$ cat src/design/assert_macros.svh
// Assertion macros shared by the RTL of the gait phase contact scheduler.
// No dependencies; included by the files that carry concurrent assertions.
`ifndef ASSERT_MACROS_SVH
`define ASSERT_MACROS_SVH

// Same-cycle implication, disabled while reset is asserted.
`define ASSERT_IMPLIES(lbl, clk, rst_n, ante, cons) \
  lbl: assert property (@(posedge clk) disable iff (!(rst_n)) (ante) |-> (cons)) \
    else $error("assertion failed: same-cycle implication");

// Next-cycle implication, disabled while reset is asserted.
`define ASSERT_NEXT(lbl, clk, rst_n, ante, cons) \
  lbl: assert property (@(posedge clk) disable iff (!(rst_n)) (ante) |=> (cons)) \
    else $error("assertion failed: next-cycle implication");

`endif

$ cat src/design/gpcs_pkg.sv
// Package of the gait phase contact scheduler: widths, register codes and
// the structs passed between the top level and the per-leg units. No dependencies.
`default_nettype none

package gpcs_pkg;

  localparam int unsigned NumLegs   = 4;   // legs carried on the result channel
  localparam int unsigned LegCount  = 4;   // legs actually scheduled (1..4)

  localparam int unsigned TickDtW   = 24;
  localparam int unsigned StepFreqW = 16;
  localparam int unsigned DutyW     = 17;
  localparam int unsigned OffsetW   = 18;
  localparam int unsigned PhaseW    = 17;
  localparam int unsigned IncW      = 16;
  localparam int unsigned ProdW     = TickDtW + StepFreqW;
  localparam int unsigned IncShift  = 20;
  localparam int unsigned CfgIdxW   = 3;
  localparam int unsigned CfgDataW  = 18;

  localparam logic [PhaseW:0]         OneCycle       = (PhaseW+1)'(65536);
  localparam logic [IncW-1:0]         IncMax         = '1;
  localparam logic signed [OffsetW-1:0] OffsetDisabled = '1;

  localparam logic [StepFreqW-1:0]    StepFreqReset  = StepFreqW'(4096);
  localparam logic [DutyW-1:0]        DutyReset      = DutyW'(32768);

  typedef enum logic [CfgIdxW-1:0] {
    RegStepFreq = 3'd0,
    RegDuty     = 3'd1,
    RegOffset0  = 3'd2,
    RegOffset1  = 3'd3,
    RegOffset2  = 3'd4,
    RegOffset3  = 3'd5
  } cfg_reg_e;

  // Per-tick control from the increment stage to every leg unit.
  typedef struct packed {
    logic            upd;   // a tick leaves the increment stage this cycle
    logic            clr;   // configuration write: clear phases, set start mode
    logic            run;
    logic [IncW-1:0] inc;
  } leg_ctrl_t;

  typedef struct packed {
    logic              contact;
    logic [PhaseW-1:0] phase;
  } leg_res_t;

endpackage

`default_nettype wire

$ cat src/design/gpcs_intf.sv
// Handshake interfaces of the gait phase contact scheduler: tick input,
// result output and configuration write channel. Depends on gpcs_pkg.
`default_nettype none

interface gpcs_tick_if;
  import gpcs_pkg::*;
  logic               valid;
  logic               ready;
  logic [TickDtW-1:0] tick_dt;
  logic               run;
  modport source (output valid, tick_dt, run, input ready);
  modport sink   (input valid, tick_dt, run, output ready);
endinterface

interface gpcs_res_if;
  import gpcs_pkg::*;
  logic              valid;
  logic              ready;
  logic              contact_leg0;
  logic              contact_leg1;
  logic              contact_leg2;
  logic              contact_leg3;
  logic [PhaseW-1:0] phase_leg0;
  logic [PhaseW-1:0] phase_leg1;
  logic [PhaseW-1:0] phase_leg2;
  logic [PhaseW-1:0] phase_leg3;
  modport source (output valid, contact_leg0, contact_leg1, contact_leg2, contact_leg3,
                  phase_leg0, phase_leg1, phase_leg2, phase_leg3, input ready);
  modport sink   (input valid, contact_leg0, contact_leg1, contact_leg2, contact_leg3,
                  phase_leg0, phase_leg1, phase_leg2, phase_leg3, output ready);
endinterface

interface gpcs_cfg_if;
  import gpcs_pkg::*;
  logic                valid;
  logic                ready;
  logic [CfgIdxW-1:0]  index;
  logic [CfgDataW-1:0] data;
  modport source (output valid, index, data, input ready);
  modport sink   (input valid, index, data, output ready);
endinterface

`default_nettype wire

$ cat src/design/gait_phase_contact_scheduler.sv
// Gait phase contact scheduler: one result per tick, four legs with phase
// accumulators and start offsets. The block accepts one tick per clock cycle
// unless a stalled result backs up the pipeline, and passes each tick through the
// input register, increment register and result register; the 24x16 increment
// multiply sits in the first stage and the per-leg phase update in the second, and
// a stalled result does not stop the stages behind it from filling. Configuration
// writes are always taken; a write to a defined register clears all phases and sets
// all legs to start mode; write only while no tick is in flight.
`default_nettype none
`include "assert_macros.svh"

module gait_phase_contact_scheduler (
  input  logic        clk_i,
  input  logic        rst_ni,
  gpcs_cfg_if.sink    cfg_i,
  gpcs_tick_if.sink   tick_i,
  gpcs_res_if.source  res_o
);
  import gpcs_pkg::*;

  // Configuration registers.
  logic [StepFreqW-1:0]      cadence_q;
  logic [DutyW-1:0]          duty_q;
  logic signed [OffsetW-1:0] offset_q [NumLegs];
  logic                      cfg_clr;

  assign cfg_i.ready = 1'b1;

  always_comb begin
    unique case (cfg_reg_e'(cfg_i.index))
      RegStepFreq, RegDuty, RegOffset0, RegOffset1, RegOffset2, RegOffset3:
        cfg_clr = cfg_i.valid;
      default: cfg_clr = 1'b0;
    endcase
  end

  always_ff @(posedge clk_i or negedge rst_ni) begin
    if (!rst_ni) begin
      cadence_q <= StepFreqReset;
      duty_q    <= DutyReset;
      for (int i = 0; i < NumLegs; i++) begin
        offset_q[i] <= '0;
      end
    end else if (cfg_i.valid) begin
      unique case (cfg_reg_e'(cfg_i.index))
        RegStepFreq: cadence_q   <= cfg_i.data[StepFreqW-1:0];
        RegDuty:     duty_q      <= cfg_i.data[DutyW-1:0];
        RegOffset0:  offset_q[0] <= $signed(cfg_i.data[OffsetW-1:0]);
        RegOffset1:  offset_q[1] <= $signed(cfg_i.data[OffsetW-1:0]);
        RegOffset2:  offset_q[2] <= $signed(cfg_i.data[OffsetW-1:0]);
        RegOffset3:  offset_q[3] <= $signed(cfg_i.data[OffsetW-1:0]);
        default: ;
      endcase
    end
  end

  // Pipeline flow control: each stage loads when empty or when it drains.
  logic s1_valid_q, s2_valid_q, res_valid_q;
  logic out_en, s2_en, s1_en, s2_move, s1_move, tick_xfer;

  assign out_en    = !res_valid_q || res_o.ready;
  assign s2_en     = !s2_valid_q || out_en;
  assign s1_en     = !s1_valid_q || s2_en;
  assign s2_move   = s2_valid_q && out_en;
  assign s1_move   = s1_valid_q && s2_en;
  assign tick_i.ready = s1_en;
  assign tick_xfer = tick_i.valid && s1_en;

  // Stage 1: registered tick.
  logic [TickDtW-1:0] dt_q;
  logic               s1_run_q;

  // Stage 2: saturated phase increment.
  logic [ProdW-1:0] prod;
  logic [IncW-1:0]  inc_d, inc_q;
  logic             s2_run_q;

  assign prod  = ProdW'(dt_q) * ProdW'(cadence_q);
  assign inc_d = (|prod[ProdW-1:IncShift+IncW]) ? IncMax : prod[IncShift+IncW-1:IncShift];

  always_ff @(posedge clk_i or negedge rst_ni) begin
    if (!rst_ni) begin
      s1_valid_q  <= 1'b0;
      s2_valid_q  <= 1'b0;
      res_valid_q <= 1'b0;
    end else begin
      if (s1_en) begin
        s1_valid_q <= tick_i.valid;
      end
      if (s2_en) begin
        s2_valid_q <= s1_valid_q;
      end
      if (out_en) begin
        res_valid_q <= s2_valid_q;
      end
    end
  end

  always_ff @(posedge clk_i) begin
    if (tick_xfer) begin
      dt_q     <= tick_i.tick_dt;
      s1_run_q <= tick_i.run;
    end
    if (s1_move) begin
      inc_q    <= inc_d;
      s2_run_q <= s1_run_q;
    end
  end

  // Leg units.
  leg_ctrl_t leg_ctrl;
  leg_res_t  leg_res [NumLegs];
  leg_res_t  res_q   [NumLegs];

  assign leg_ctrl.upd = s2_move;
  assign leg_ctrl.clr = cfg_clr;
  assign leg_ctrl.run = s2_run_q;
  assign leg_ctrl.inc = inc_q;

  for (genvar g = 0; g < NumLegs; g++) begin : g_leg
    if (g < LegCount) begin : g_used
      gpcs_leg u_leg (
        .clk_i    (clk_i),
        .rst_ni   (rst_ni),
        .ctrl_i   (leg_ctrl),
        .offset_i (offset_q[g]),
        .duty_i   (duty_q),
        .res_o    (leg_res[g])
      );
    end else begin : g_unused
      assign leg_res[g] = '0;
    end
  end

  always_ff @(posedge clk_i) begin
    if (s2_move) begin
      for (int i = 0; i < NumLegs; i++) begin
        res_q[i] <= leg_res[i];
      end
    end
  end

  assign res_o.valid        = res_valid_q;
  assign res_o.contact_leg0 = res_q[0].contact;
  assign res_o.contact_leg1 = res_q[1].contact;
  assign res_o.contact_leg2 = res_q[2].contact;
  assign res_o.contact_leg3 = res_q[3].contact;
  assign res_o.phase_leg0   = res_q[0].phase;
  assign res_o.phase_leg1   = res_q[1].phase;
  assign res_o.phase_leg2   = res_q[2].phase;
  assign res_o.phase_leg3   = res_q[3].phase;

  // A tick leaving the increment stage always shows up as a result next cycle.
  `ASSERT_NEXT(a_s2_to_res, clk_i, rst_ni, s2_move, res_valid_q)
  // An empty input register always takes a tick.
  `ASSERT_IMPLIES(a_s1_empty_ready, clk_i, rst_ni, !s1_valid_q, tick_i.ready)
  // The phases of legs 0 and 3 never exceed one full cycle after the wrap.
  `ASSERT_IMPLIES(a_phase0_range, clk_i, rst_ni, res_valid_q,
                  (PhaseW+1)'(res_q[0].phase) <= OneCycle)
  `ASSERT_IMPLIES(a_phase3_range, clk_i, rst_ni, res_valid_q,
                  (PhaseW+1)'(res_q[3].phase) <= OneCycle)

endmodule

`default_nettype wire

$ cat src/design/gpcs_leg.sv
// One leg of the gait scheduler: phase accumulator, start-mode flag and
// contact decision. Depends on gpcs_pkg.
`default_nettype none

module gpcs_leg (
  input  logic                                 clk_i,
  input  logic                                 rst_ni,
  input  gpcs_pkg::leg_ctrl_t                  ctrl_i,
  input  logic signed [gpcs_pkg::OffsetW-1:0]  offset_i,
  input  logic [gpcs_pkg::DutyW-1:0]           duty_i,
  output gpcs_pkg::leg_res_t                   res_o
);
  import gpcs_pkg::*;

  logic [PhaseW-1:0] phase_q, phase_d;
  logic              starting_q, starting_d;
  logic [PhaseW:0]   sum;
  logic [PhaseW-1:0] adv_phase;
  logic              adv_starting;
  logic signed [OffsetW:0] phase_s;
  logic signed [OffsetW:0] offset_s;
  logic              contact;

  always_comb begin
    sum = {1'b0, phase_q} + (PhaseW+1)'(ctrl_i.inc);
    // A phase of exactly one cycle is kept; only above it does it wrap.
    if (sum > OneCycle) begin
      sum = sum - OneCycle;
    end
    if (ctrl_i.run) begin
      adv_phase    = sum[PhaseW-1:0];
      adv_starting = starting_q;
    end else begin
      adv_phase    = '0;
      adv_starting = 1'b1;
    end

    phase_s  = $signed({{(OffsetW+1-PhaseW){1'b0}}, adv_phase});
    offset_s = $signed({offset_i[OffsetW-1], offset_i});

    phase_d    = adv_phase;
    starting_d = adv_starting;
    if (offset_i == OffsetDisabled) begin
      contact = 1'b0;
    end else if (adv_starting) begin
      contact = 1'b1;
      if (!(phase_s < offset_s)) begin
        starting_d = 1'b0;
        phase_d    = '0;
      end
    end else begin
      contact = (DutyW'(adv_phase) < duty_i);
    end
  end

  assign res_o.contact = contact;
  assign res_o.phase   = phase_d;

  always_ff @(posedge clk_i or negedge rst_ni) begin
    if (!rst_ni) begin
      phase_q    <= '0;
      starting_q <= 1'b1;
    end else if (ctrl_i.clr) begin
      phase_q    <= '0;
      starting_q <= 1'b1;
    end else if (ctrl_i.upd) begin
      phase_q    <= phase_d;
      starting_q <= starting_d;
    end
  end

endmodule

`default_nettype wire
$ cat src/flat_wrapper.sv
// flat-port wrapper written by rule: the top's interface ports become plain ports
module gait_phase_contact_scheduler_flat import gpcs_pkg::*;
  (clk_i, rst_ni, cfg_i_valid, cfg_i_index, cfg_i_data, cfg_i_ready, tick_i_valid, tick_i_tick_dt, tick_i_run, tick_i_ready, res_o_valid, res_o_contact_leg0, res_o_contact_leg1, res_o_contact_leg2, res_o_contact_leg3, res_o_phase_leg0, res_o_phase_leg1, res_o_phase_leg2, res_o_phase_leg3, res_o_ready);
  gpcs_cfg_if cfg_i_i ();
  gpcs_tick_if tick_i_i ();
  gpcs_res_if res_o_i ();
  input  logic clk_i;
  input  logic rst_ni;
  input wire logic [$bits(cfg_i_i.valid)-1:0] cfg_i_valid;
  input wire logic [$bits(cfg_i_i.index)-1:0] cfg_i_index;
  input wire logic [$bits(cfg_i_i.data)-1:0] cfg_i_data;
  output wire logic [$bits(cfg_i_i.ready)-1:0] cfg_i_ready;
  input wire logic [$bits(tick_i_i.valid)-1:0] tick_i_valid;
  input wire logic [$bits(tick_i_i.tick_dt)-1:0] tick_i_tick_dt;
  input wire logic [$bits(tick_i_i.run)-1:0] tick_i_run;
  output wire logic [$bits(tick_i_i.ready)-1:0] tick_i_ready;
  output wire logic [$bits(res_o_i.valid)-1:0] res_o_valid;
  output wire logic [$bits(res_o_i.contact_leg0)-1:0] res_o_contact_leg0;
  output wire logic [$bits(res_o_i.contact_leg1)-1:0] res_o_contact_leg1;
  output wire logic [$bits(res_o_i.contact_leg2)-1:0] res_o_contact_leg2;
  output wire logic [$bits(res_o_i.contact_leg3)-1:0] res_o_contact_leg3;
  output wire logic [$bits(res_o_i.phase_leg0)-1:0] res_o_phase_leg0;
  output wire logic [$bits(res_o_i.phase_leg1)-1:0] res_o_phase_leg1;
  output wire logic [$bits(res_o_i.phase_leg2)-1:0] res_o_phase_leg2;
  output wire logic [$bits(res_o_i.phase_leg3)-1:0] res_o_phase_leg3;
  input wire logic [$bits(res_o_i.ready)-1:0] res_o_ready;
  assign cfg_i_i.valid = cfg_i_valid;
  assign cfg_i_i.index = cfg_i_index;
  assign cfg_i_i.data = cfg_i_data;
  assign cfg_i_ready = cfg_i_i.ready;
  assign tick_i_i.valid = tick_i_valid;
  assign tick_i_i.tick_dt = tick_i_tick_dt;
  assign tick_i_i.run = tick_i_run;
  assign tick_i_ready = tick_i_i.ready;
  assign res_o_valid = res_o_i.valid;
  assign res_o_contact_leg0 = res_o_i.contact_leg0;
  assign res_o_contact_leg1 = res_o_i.contact_leg1;
  assign res_o_contact_leg2 = res_o_i.contact_leg2;
  assign res_o_contact_leg3 = res_o_i.contact_leg3;
  assign res_o_phase_leg0 = res_o_i.phase_leg0;
  assign res_o_phase_leg1 = res_o_i.phase_leg1;
  assign res_o_phase_leg2 = res_o_i.phase_leg2;
  assign res_o_phase_leg3 = res_o_i.phase_leg3;
  assign res_o_i.ready = res_o_ready;
  gait_phase_contact_scheduler u_core (.clk_i(clk_i), .rst_ni(rst_ni), .cfg_i(cfg_i_i), .tick_i(tick_i_i), .res_o(res_o_i));
endmodule
$ cat config.mk
export PLATFORM = sky130hd
export DESIGN_NAME = gait_phase_contact_scheduler_flat
export DESIGN_NICKNAME = d
export VERILOG_FILES = /design/src/design/gpcs_pkg.sv /design/src/design/gpcs_intf.sv /design/src/design/gait_phase_contact_scheduler.sv /design/src/design/gpcs_leg.sv /design/src/flat_wrapper.sv
export VERILOG_INCLUDE_DIRS = /design/src /design/src/design
export SDC_FILE = /design/constraint.sdc
export NUM_CORES = 1
export LEC_CHECK = 0
export ABC_CLOCK_PERIOD_IN_PS = 8100
export BUFFER_PORTS_ARGS = -buffer_cell sky130_fd_sc_hd__buf_2
export CORE_AREA = 2 2 163 325
export DETAILED_ROUTE_END_ITERATION = 8
export DIE_AREA = 0 0 165 327
export GPL_TIMING_DRIVEN = 0
export PLACE_DENSITY = 0.84
export SLEW_MARGIN = 15
export SYNTH_ARGS = -nofsm -noshare
export SYNTH_HDL_FRONTEND = slang
export SYNTH_SLANG_ARGS = --single-unit
$ cat constraint.sdc
create_clock -name clk_i -period 8.1 [get_ports clk_i]
set_input_delay 1.215 -clock clk_i [delete_from_list [all_inputs] [get_ports clk_i]]
set_output_delay 1.215 -clock clk_i [all_outputs]
set_load 0.05 [all_outputs]
==> results.cfg, run 1 <==
[routing]
detail_route.first_pass.iterations = 8
ant_nets = 0
detail_route.drc_violations = 0
detail_route.wl_per_cell_um = 24.92
dr.first_iter.drc_count = 1961
drt-total-wl_mm = 100.4
avgViaCountPerCell = 6.301
vias = 25380

[clock_network]
cts-root-to-sink-buffers = 3
htree_num_levels = 1
cts.clk_slew.worst_paths_ns = 0.08
cts_tree = built
numClockSinks = 294
worstSkewPairLatency_ns = 0.60
cts_made_buffers = 27
cts_root_buf = sky130_fd_sc_hd__clkbuf_16

[global_routing]
global_route.peak_usage_layer = met2
grt_use_met1_pct = 34.61
grt_use_met3_pct = 7.559
grtUsageTotal_pct = 38.21
gr-usage-met2_pct = 64.94
antenna_found_initial = 5
grt_pass1_wl_mm = 151.8
grt_pass1_vias = 27020
grt_start_max_net_pins = 104
grt_overflow_total = 0

[cells_and_area]
syn_to_layout_area_delta_pct = 8.138
fin_nets = 4002
post_route_cells_drive_above_1_share_pct = 8.656

[synth]
synth.distinct_cells = 91
synth_enable_flop_cells = 114
yosys_warnings = 0
syn-cell-area_um2 = 30200
synthesis.nets = 3848
async_flop_share_pct = 61.22
synth.ff_latch_count = 294
syn-instance-count = 3187
synth.avg_cell_area_um2 = 9.475
synthFlopType = sky130_fd_sc_hd__dfrtp_1
seq_area_frac_synth_pct = 26.28

[hold_path]
worst_hold_path_type = flop to flop
hold_start = u_core.s1_run_q$_DFFE_PP_
holdPathStages = 0
hold-path-endpoint = u_core.s2_run_q$_DFFE_PP_

[setup_path]
timing.critical_path.fanout_max = 10
timing.critical_path.required_ns = 8.42
r2r_cells = 23
worst_setup_path_start_kind = flop
worst-endpoint-arrival_ns = 8.15
crit_end_category = flop
path_class = flop to flop
rrSetupSlack_ns = 0.28
critical_path.reg2reg.endpoint = u_core.inc_q[4]$_SDFFCE_PP1P_
r2r_start = u_core.cadence_q[8]$_DFFE_PN0P_

[place]
buffer_ports.inserted = 122
gp_routability_congestion = 1.057
detailed_place_hpwl_mm = 80.20

[timing]
achievable-frequency_mhz = 127.9
report.final.hold_viol_count = 0
setup-violations-final = 0
totalNegativeSetupSlack_ns = 0
period_minus_slack_ns = 7.821
final_max_tran_viols = 0
finalCritPeriodShare_pct = 96.55
slew_headroom_pct = 22.09
setup_repair_after_global_routing_missed_its_margin = no
timing_worst_slew_pin_value_ns = 1.166
clock-skew-final_ns = 0.02280

[floorplanning]
die_w_um = 165
io-pin-count = 126
design.die.area_um2 = 53960
std_cell_rows = 118
core-area_um2 = 51530
initial_utilization_pct = 58.60
die-height_um = 327

[run]
max_cap_viol_count = 0

[run_status]
status = complete, no violations
-- cell usage after synthesis (all sizes together) (35+ instances only) --
library cell	instances	area (µm²)
and3	43	270.3
o21ai	152	760.7
nand2	393	1475
ha	301	3766
fa	309	6186
nand4	58	396.6
mux2	57	641.9
clkbuf	107	401.6
dfrtp	174	4354
xnor2	37	324.1
nor2	142	533.0
edfxtp	114	3423
nand3	44	220.2
a21o	66	496.7
a21oi	111	566.8
o21a	35	262.8
inv	447	1678
and2	204	1276
-- cell usage in the layout (no fill, tap or decap), types with 8 or more instances in the layout --
| cell | netlist | layout |
|---|---|---|
| sky130_fd_sc_hd__nor2b_1 | 22 | 22 |
| sky130_fd_sc_hd__nand2_1 | 393 | 393 |
| sky130_fd_sc_hd__edfxtp_1 | 114 | 114 |
| sky130_fd_sc_hd__nor3b_1 | 8 | 8 |
| sky130_fd_sc_hd__nor2_1 | 142 | 142 |
| sky130_fd_sc_hd__clkbuf_1 | 107 | 109 |
| sky130_fd_sc_hd__inv_1 | 446 | 446 |
| sky130_fd_sc_hd__a21o_1 | 65 | 65 |
| sky130_fd_sc_hd__o21bai_1 | 12 | 12 |
| sky130_fd_sc_hd__buf_2 | 8 | 129 |
| sky130_fd_sc_hd__fa_1 | 309 | 309 |
| sky130_fd_sc_hd__o2111ai_1 | 10 | 10 |
| sky130_fd_sc_hd__a211oi_1 | 25 | 25 |
| sky130_fd_sc_hd__o21ai_0 | 146 | 146 |
| sky130_fd_sc_hd__and2_1 | 204 | 203 |
| sky130_fd_sc_hd__mux2_2 | 57 | 57 |
| sky130_fd_sc_hd__a31oi_1 | 20 | 20 |
| sky130_fd_sc_hd__xnor2_1 | 37 | 37 |
| sky130_fd_sc_hd__ha_1 | 301 | 301 |
| sky130_fd_sc_hd__nor3_1 | 28 | 28 |
| sky130_fd_sc_hd__nand3_1 | 44 | 44 |
| sky130_fd_sc_hd__xor2_1 | 25 | 25 |
| sky130_fd_sc_hd__nand2b_1 | 17 | 17 |
| sky130_fd_sc_hd__a21boi_0 | 8 | 8 |
| sky130_fd_sc_hd__a21oi_1 | 108 | 108 |
| sky130_fd_sc_hd__nor4_1 | 10 | 10 |
| sky130_fd_sc_hd__o211ai_1 | 20 | 20 |
| sky130_fd_sc_hd__dfrtp_1 | 174 | 174 |
| sky130_fd_sc_hd__or2_2 | 11 | 11 |
| sky130_fd_sc_hd__clkbuf_16 | 0 | 29 |
| sky130_fd_sc_hd__nand4_1 | 54 | 54 |
| sky130_fd_sc_hd__o21a_1 | 35 | 35 |
| sky130_fd_sc_hd__o31ai_1 | 10 | 10 |
| sky130_fd_sc_hd__or3_1 | 9 | 9 |
| sky130_fd_sc_hd__a211o_1 | 8 | 8 |
| sky130_fd_sc_hd__a22o_1 | 30 | 30 |
| sky130_fd_sc_hd__and4_1 | 10 | 10 |
| sky130_fd_sc_hd__and3_1 | 42 | 42 |
-- layout make-up --
| cell class | instances | area, µm² |
|---|---|---|
| antenna | 6 | 15.01 |
| buffer | 123 | 526.8 |
| clock buffer | 34 | 764.5 |
| clock inverter | 16 | 151.4 |
| fill | 4332 | 18870 |
| inverter | 447 | 1680 |
| multi-input combinational | 2323 | 20060 |
| sequential | 294 | 7935 |
| tap | 660 | 825.8 |
| timing repair buffer | 125 | 695.7 |
-- flip-flops by register name, indices dropped and copies added, names as in the netlist, 4 cells and up --
register and flops:
u_core.duty_q 17, u_core.dt_q 24, u_core.offset_q 72, u_core.res_q 72, u_core.inc_q 16, u_core.g_leg.g_used.u_leg.phase_q 68, u_core.cadence_q 16, u_core.g_leg.g_used.u_leg.starting_q 4
-- stage by stage --
stage,worst slack [ns],std cells,instance area [µm²],hold WS (ns),utilization (%)
after floorplan,1.777,3187,30200,0.4003,-
after global placement,0.6195,3969,31630,0.4021,61.39
after detailed placement,0.4916,3972,31720,0.4052,61.56
after CTS,0.4355,4022,32640,0.4230,63.34
after global routing,0.08189,4027,32650,0.4334,63.37
final,0.2791,4028,32650,0.4207,63.37
-- logic make-up after synthesis --
| kind of cell | after synthesis | synth area share (%) |
|---|---|---|
| fa+ha+maj | 610 | 32.96 |
| mux | 61 | 2.258 |
| buf+inv | 570 | 7.297 |
| flops | 294 | 26.28 |
| simple gates | 1020 | 16.82 |
| other cells | 1 | 0.01242 |
| compound gates | 569 | 12.58 |
| xor+xnor | 62 | 1.798 |
-- worst max-delay path: stages, from the launching register on --
cell	delay, ns
sky130_fd_sc_hd__dfrtp_1	0.66
sky130_fd_sc_hd__clkbuf_1	0.70
sky130_fd_sc_hd__nand2_1	0.17
sky130_fd_sc_hd__fa_1	0.54
sky130_fd_sc_hd__inv_1	0.05
sky130_fd_sc_hd__fa_1	0.49
sky130_fd_sc_hd__inv_1	0.06
sky130_fd_sc_hd__fa_1	0.59
sky130_fd_sc_hd__inv_1	0.07
sky130_fd_sc_hd__fa_1	0.45
sky130_fd_sc_hd__fa_1	0.49
sky130_fd_sc_hd__inv_1	0.05
sky130_fd_sc_hd__fa_1	0.47
sky130_fd_sc_hd__inv_1	0.04
sky130_fd_sc_hd__ha_1	0.32
sky130_fd_sc_hd__a211oi_1	0.28
sky130_fd_sc_hd__o211ai_1	0.18
sky130_fd_sc_hd__a41oi_2	0.28
sky130_fd_sc_hd__o2111ai_1	0.31
sky130_fd_sc_hd__nand3_1	0.25
sky130_fd_sc_hd__o31ai_1	0.10
sky130_fd_sc_hd__xnor2_1	0.52
sky130_fd_sc_hd__buf_2	0.33
sky130_fd_sc_hd__nand4_2	0.12
-- how the worst max path moves through the flow --
stage / startpoint / end / slack [ns] / cells past startpoint
CTS: u_core.cadence_q[9]$_DFFE_PN0P_ / u_core.inc_q[4]$_SDFFCE_PP1P_ / 0.44 / 24
floorplan: u_core.cadence_q[4]$_DFFE_PN0P_ / u_core.inc_q[14]$_SDFFCE_PP1P_ / 1.78 / 25
global route: u_core.cadence_q[9]$_DFFE_PN0P_ / u_core.inc_q[14]$_SDFFCE_PP1P_ / 0.08 / 24
detailed placement: u_core.cadence_q[9]$_DFFE_PN0P_ / u_core.inc_q[4]$_SDFFCE_PP1P_ / 0.49 / 24
global placement: u_core.cadence_q[9]$_DFFE_PN0P_ / u_core.inc_q[4]$_SDFFCE_PP1P_ / 0.62 / 24
finish: u_core.cadence_q[8]$_DFFE_PN0P_ / u_core.inc_q[4]$_SDFFCE_PP1P_ / 0.28 / 23
-- layer usage --
layer / vias up / wire [µm]
met4: 4 / 15020
met5: - / 35
met2: 1327 / 49300
met3: 719 / 6651
li1: 11030 / -
met1: 12300 / 29380
-- what timing repair did --
item                                    in CTS  in global routing
gates resized for setup                      0                  2
endpoints found under the hold margin        0                  0
hold buffers                                 0                  0
endpoints found under the setup margin       0                 10
setup buffers                                0                  0
Power of run 1 is left out: the tool's default activity adds up to more than one toggle a clock period on the data nets, which glitch-free logic cannot reach.
==> inputs of run 2 (changes only) <==
--- a/config.mk
+++ b/config.mk
@@ -11,9 +11,9 @@
 export CORE_AREA = 2 2 163 325
 export DETAILED_ROUTE_END_ITERATION = 8
 export DIE_AREA = 0 0 165 327
-export GPL_TIMING_DRIVEN = 0
+export GPL_TIMING_DRIVEN = 1
 export PLACE_DENSITY = 0.84
-export SLEW_MARGIN = 15
+export SLEW_MARGIN = 20
 export SYNTH_ARGS = -nofsm -noshare
 export SYNTH_HDL_FRONTEND = slang
 export SYNTH_SLANG_ARGS = --single-unit
==> results.cfg, run 2 (synthesis gave the netlist of run 1 again) <==
[floorplanning]
std_cell_rows = 118
initial_utilization_pct = 58.60
core-area_um2 = 51530
die-height_um = 327
design.die.area_um2 = 53960
die_w_um = 165
io-pin-count = 126

[routing]
avgViaCountPerCell = 6.208
detail_route.drc_violations = 0
highest_signal_layer_in_the_routed_design = met4
drt-total-wl_mm = 89.57
vias = 24420
wl_met1_mm = 28.69
dr.first_iter.drc_count = 1851
detail_route.wl_per_cell_um = 22.77
wl_met3_mm = 5.257
detail_route.first_pass.iterations = 5
ant_nets = 0
met2_wire_length_mm = 45.19

[setup_path]
path_class = flop to flop
r2r_cells = 19
crit_end_category = flop
critical_path.max_stage_delay_ns = 1.04
worst-endpoint-arrival_ns = 7.59
r2r_start = u_core.cadence_q[10]$_DFFE_PN0P_
worst_setup_path_start_kind = flop
crit_path_top_delay_cell = sky130_fd_sc_hd__dfrtp_1
timing.critical_path.required_ns = 8.41
timing.critical_path.fanout_max = 25
rrSetupSlack_ns = 0.83
critical_path.reg2reg.endpoint = u_core.inc_q[14]$_SDFFCE_PP1P_
critical_path.cell_chain = nand2_1 -> fa_1 -> inv_1 -> fa_1 -> fa_1 -> fa_1 -> fa_1 -> inv_1 -> fa_1 -> inv_1 -> ha_1 -> a21o_1 -> a31oi_4 -> o22ai_1 -> or4_1 -> a22oi_2 -> a21oi_1 -> and4b_1 -> o2111ai_2
critical-path-top-cell-by-count = sky130_fd_sc_hd__fa_1

[clock_network]
worstSkewPairLatency_ns = 0.62
cts-root-to-sink-buffers = 3
numClockSinks = 294
holdBufCountCts = 0
cts.clk_slew.worst_paths_ns = 0.08
htree_num_levels = 1
cts_made_buffers = 29
cts_tree = built
cts_root_buf = sky130_fd_sc_hd__clkbuf_16
cts_repair_resize_count = 0
post-cts-setup-buffers = 0

[hold_path]
holdPathStages = 0
hold_start = u_core.s1_run_q$_DFFE_PP_
worst_hold_path_type = flop to flop
hold-path-endpoint = u_core.s2_run_q$_DFFE_PP_

[global_routing]
grtUsageTotal_pct = 33.98
grt_overflow_total = 0
grt_start_max_net_pins = 71
grt_pass1_vias = 25650
grt_pass1_wl_mm = 138.9
antenna_found_initial = 0

[timing]
setup_repair_after_global_routing_missed_its_margin = no
achievable-frequency_mhz = 137.5
clock-skew-final_ns = 0.02903
slew_headroom_pct = 30.03
setup-violations-final = 0
period_minus_slack_ns = 7.274
totalNegativeSetupSlack_ns = 0
final_max_tran_viols = 0
timing_worst_slew_pin_value_ns = 1.049
hold_slack_ns = 0.4240
report.final.hold_viol_count = 0
finalCritPeriodShare_pct = 89.80

[place]
dpl.cell_count = 3878
detailed_place_hpwl_mm = 71.19
buffer_ports.inserted = 124
gp_routability_congestion = 0.9899
postPlaceCellArea_um2 = 31380

[cells_and_area]
fin_area_um2 = 32340
fin_nets = 3910
most-common-layout-cells = 446 x sky130_fd_sc_hd__inv_1, 393 x sky130_fd_sc_hd__nand2_1, 309 x sky130_fd_sc_hd__fa_1, 301 x sky130_fd_sc_hd__ha_1, 204 x sky130_fd_sc_hd__and2_1
syn_to_layout_area_delta_pct = 7.098
finalNonFillerCells = 3933
mostFrequentLayoutCell = sky130_fd_sc_hd__inv_1
top_regs = u_core.offset_q (72), u_core.res_q (72), u_core.g_leg.g_used.u_leg.phase_q (68)
post_route_cells_drive_above_1_share_pct = 9.597

[run]
max_cap_viol_count = 0

[run_status]
status = complete, no violations
[run 2: metrics by stage]
step           utilization [%]  setup slack [ns]
2_1_floorplan                -             1.777
3_3_place_gp             60.91             1.058
3_5_place_dp             60.91            0.9231
4_1_cts                  62.76            0.8853
5_1_grt                  62.76            0.4306
6_report                 62.76            0.8262
[run 2: final cells by class]
class                      instances  area (µm²)
antenna                            1       2.502
clock buffer                      34       787.0
clock inverter                    20       166.4
fill                            4266       19190
inverter                         447        1679
multi-input combinational       2323       20090
sequential                       294        7935
tap                              660       825.8
timing repair buffer             154       852.1
[run 2: routing by layer]
metal	up-vias	GRT usage (%)
met5	-	0
met1	11910	33.96
met3	530	4.444
li1	10850	-
met4	0	31.49
met2	1126	59.63
[run 2: worst max-delay path by stage]
stage,start,endpoint,slack [ns],cells past startpoint
CTS,u_core.cadence_q[10]$_DFFE_PN0P_,u_core.inc_q[14]$_SDFFCE_PP1P_,0.89,19
floorplan,u_core.cadence_q[4]$_DFFE_PN0P_,u_core.inc_q[14]$_SDFFCE_PP1P_,1.78,25
global placement,u_core.cadence_q[1]$_DFFE_PN0P_,u_core.inc_q[14]$_SDFFCE_PP1P_,1.06,21
global route,u_core.cadence_q[1]$_DFFE_PN0P_,u_core.inc_q[2]$_SDFFCE_PP1P_,0.43,21
finish,u_core.cadence_q[10]$_DFFE_PN0P_,u_core.inc_q[14]$_SDFFCE_PP1P_,0.83,19
detailed placement,u_core.cadence_q[10]$_DFFE_PN0P_,u_core.inc_q[14]$_SDFFCE_PP1P_,0.92,19
[run 2: critical path, delay by kind of cell (launching register included)]
kind / cells / cell delay [ns]
buffers and inverters: 3 / 0.15
AOI/OAI and AO/OA: 6 / 1.01
DFF: 1 / 1.04
adders and majority gates: 7 / 3.35
and+or+nand+nor: 3 / 1.39
Power of run 2 is left out for the same reason.
==> inputs of run 3 (changes only) <==
--- a/config.mk
+++ b/config.mk
@@ -6,7 +6,7 @@
 export SDC_FILE = /design/constraint.sdc
 export NUM_CORES = 1
 export LEC_CHECK = 0
-export ABC_CLOCK_PERIOD_IN_PS = 8100
+export ABC_CLOCK_PERIOD_IN_PS = 7500
 export BUFFER_PORTS_ARGS = -buffer_cell sky130_fd_sc_hd__buf_2
 export CORE_AREA = 2 2 163 325
 export DETAILED_ROUTE_END_ITERATION = 8
==> constraint.sdc (replaced) <==
create_clock -name clk_i -period 7.5 [get_ports clk_i]
set_input_delay 1.125 -clock clk_i [delete_from_list [all_inputs] [get_ports clk_i]]
set_output_delay 1.125 -clock clk_i [all_outputs]
set_load 0.1 [all_outputs]
==> results.cfg, run 3 (synthesis gave the netlist of run 1 again) <==
[run_status]
status = complete, no violations

[hold_path]
holdPathStages = 0
hold_start = u_core.s1_run_q$_DFFE_PP_
worst_hold_path_type = flop to flop
hold-path-endpoint = u_core.s2_run_q$_DFFE_PP_

[clock_network]
numClockSinks = 294
holdBufCountCts = 0
worstSkewPairLatency_ns = 0.61
htree_num_levels = 1
cts-root-to-sink-buffers = 3
cts_root_buf = sky130_fd_sc_hd__clkbuf_16
cts_made_buffers = 29
cts.clk_slew.worst_paths_ns = 0.07
cts_tree = built
cts_repair_resize_count = 0
post-cts-setup-buffers = 0

[setup_path]
r2r_cells = 20
critical-path-top-delay-family = adder cells
rrSetupSlack_ns = 0.38
crit_buf_inv = 4
worst-endpoint-arrival_ns = 7.44
critical_path.reg2reg.endpoint = u_core.inc_q[12]$_SDFFCE_PP1P_
worst_setup_path_start_kind = flop
critical_path.max_stage_delay_ns = 1.07
r2r_start = u_core.cadence_q[8]$_DFFE_PN0P_
timing.critical_path.depth = 20
crit_end_category = flop
critical-path-top-cell-by-count = sky130_fd_sc_hd__fa_1
timing.critical_path.required_ns = 7.82
path_class = flop to flop
timing.critical_path.fanout_max = 25
crit_path_top_delay_cell = sky130_fd_sc_hd__dfrtp_1
critical_path.cell_chain = nand2_1 -> fa_1 -> fa_1 -> fa_1 -> inv_1 -> fa_1 -> fa_1 -> inv_1 -> fa_1 -> inv_1 -> ha_1 -> a21o_1 -> a31oi_4 -> o22ai_1 -> or4_1 -> a22oi_2 -> a21oi_1 -> and4b_1 -> buf_4 -> nand4_1

[cells_and_area]
most-common-layout-cells = 446 x sky130_fd_sc_hd__inv_1, 393 x sky130_fd_sc_hd__nand2_1, 309 x sky130_fd_sc_hd__fa_1, 301 x sky130_fd_sc_hd__ha_1, 204 x sky130_fd_sc_hd__and2_1
num-fill-cells = 4199
post_route_cells_drive_above_1_share_pct = 9.750
fin_nets = 3920
top_regs = u_core.offset_q (72), u_core.res_q (72), u_core.g_leg.g_used.u_leg.phase_q (68)
syn_to_layout_area_delta_pct = 7.384
mostFrequentLayoutCell = sky130_fd_sc_hd__inv_1

[timing]
slew_headroom_pct = 23.99
timing_worst_slew_pin_value_ns = 1.140
achievable-frequency_mhz = 140.5
clock-skew-final_ns = 0.02961
period_minus_slack_ns = 7.120
report.final.hold_viol_count = 0
final_max_tran_viols = 0
setup-violations-final = 0
finalCritPeriodShare_pct = 94.93
setup_repair_after_global_routing_missed_its_margin = no
totalNegativeSetupSlack_ns = 0

[floorplanning]
std_cell_rows = 118
design.die.area_um2 = 53960
die-height_um = 327
io-pin-count = 126
initial_utilization_pct = 58.60
die_w_um = 165
core-area_um2 = 51530

[place]
gp_routability_congestion = 1.025
detailed_place_hpwl_mm = 71.06
buffer_ports.inserted = 124

[routing]
detail_route.drc_violations = 0
detail_route.first_pass.iterations = 6
avgViaCountPerCell = 6.240
vias = 24600
ant_nets = 0
drt-total-wl_mm = 90.17
dr.first_iter.drc_count = 2061
detail_route.wl_per_cell_um = 22.87

[global_routing]
antenna_found_initial = 2
grtUsageTotal_pct = 34.51
grt_overflow_total = 0
grt_start_max_net_pins = 72
grt_pass1_wl_mm = 140.8
grt_pass1_vias = 26110

[run]
max_cap_viol_count = 0
-- run 3: worst max path at each step --
stage | startpoint | end | slack (ns)
after floorplan | u_core.cadence_q[4]$_DFFE_PN0P_ | u_core.inc_q[14]$_SDFFCE_PP1P_ | 1.18
after global placement | u_core.cadence_q[8]$_DFFE_PN0P_ | u_core.inc_q[14]$_SDFFCE_PP1P_ | 0.70
after detailed placement | u_core.cadence_q[8]$_DFFE_PN0P_ | u_core.inc_q[9]$_SDFFCE_PP1P_ | 0.53
after CTS | u_core.cadence_q[11]$_DFFE_PN0P_ | u_core.inc_q[9]$_SDFFCE_PP1P_ | 0.52
after global routing | u_core.cadence_q[11]$_DFFE_PN0P_ | u_core.inc_q[15]$_SDFFCE_PP1P_ | 0.19
final | u_core.cadence_q[8]$_DFFE_PN0P_ | u_core.inc_q[12]$_SDFFCE_PP1P_ | 0.38
-- run 3: area by class of cell --
cell class,instances,area (µm²),share of cell area (%)
Multi-Input combinational cell,2323,20090,61.94
Clock inverter,20,216.5,0.6675
Timing Repair Buffer,164,927.1,2.859
Inverter,447,1679,5.178
Sequential cell,294,7935,24.47
Clock buffer,34,754.5,2.327
Antenna cell,1,2.502,0.007717
Tap cell,660,825.8,2.547
-- run 3: through the flow --
| step | setup WS, ns | instances | util, % | area, µm² | hold slack (ns) |
|---|---|---|---|---|---|
| CTS | 0.5205 | 3942 | 62.93 | 32420 | 0.4160 |
| floorplan | 1.177 | 3187 | - | 30200 | 0.4003 |
| global placement | 0.6979 | 3888 | 61.04 | 31450 | 0.4032 |
| detailed placement | 0.5340 | 3888 | 61.04 | 31450 | 0.4080 |
| finish | 0.3801 | 3943 | 62.93 | 32430 | 0.4184 |
| global route | 0.1851 | 3942 | 62.93 | 32420 | 0.4200 |
-- run 3: routing by layer --
metal,vias to the layer above,track usage [%],part of all wire (%)
met4,4,32.65,12
met1,11980,33.34,31
met5,-,0,0.021
li1,10850,-,-
met3,557,6.635,6.9
met2,1218,59.97,50
Power of run 3 is left out for the same reason.
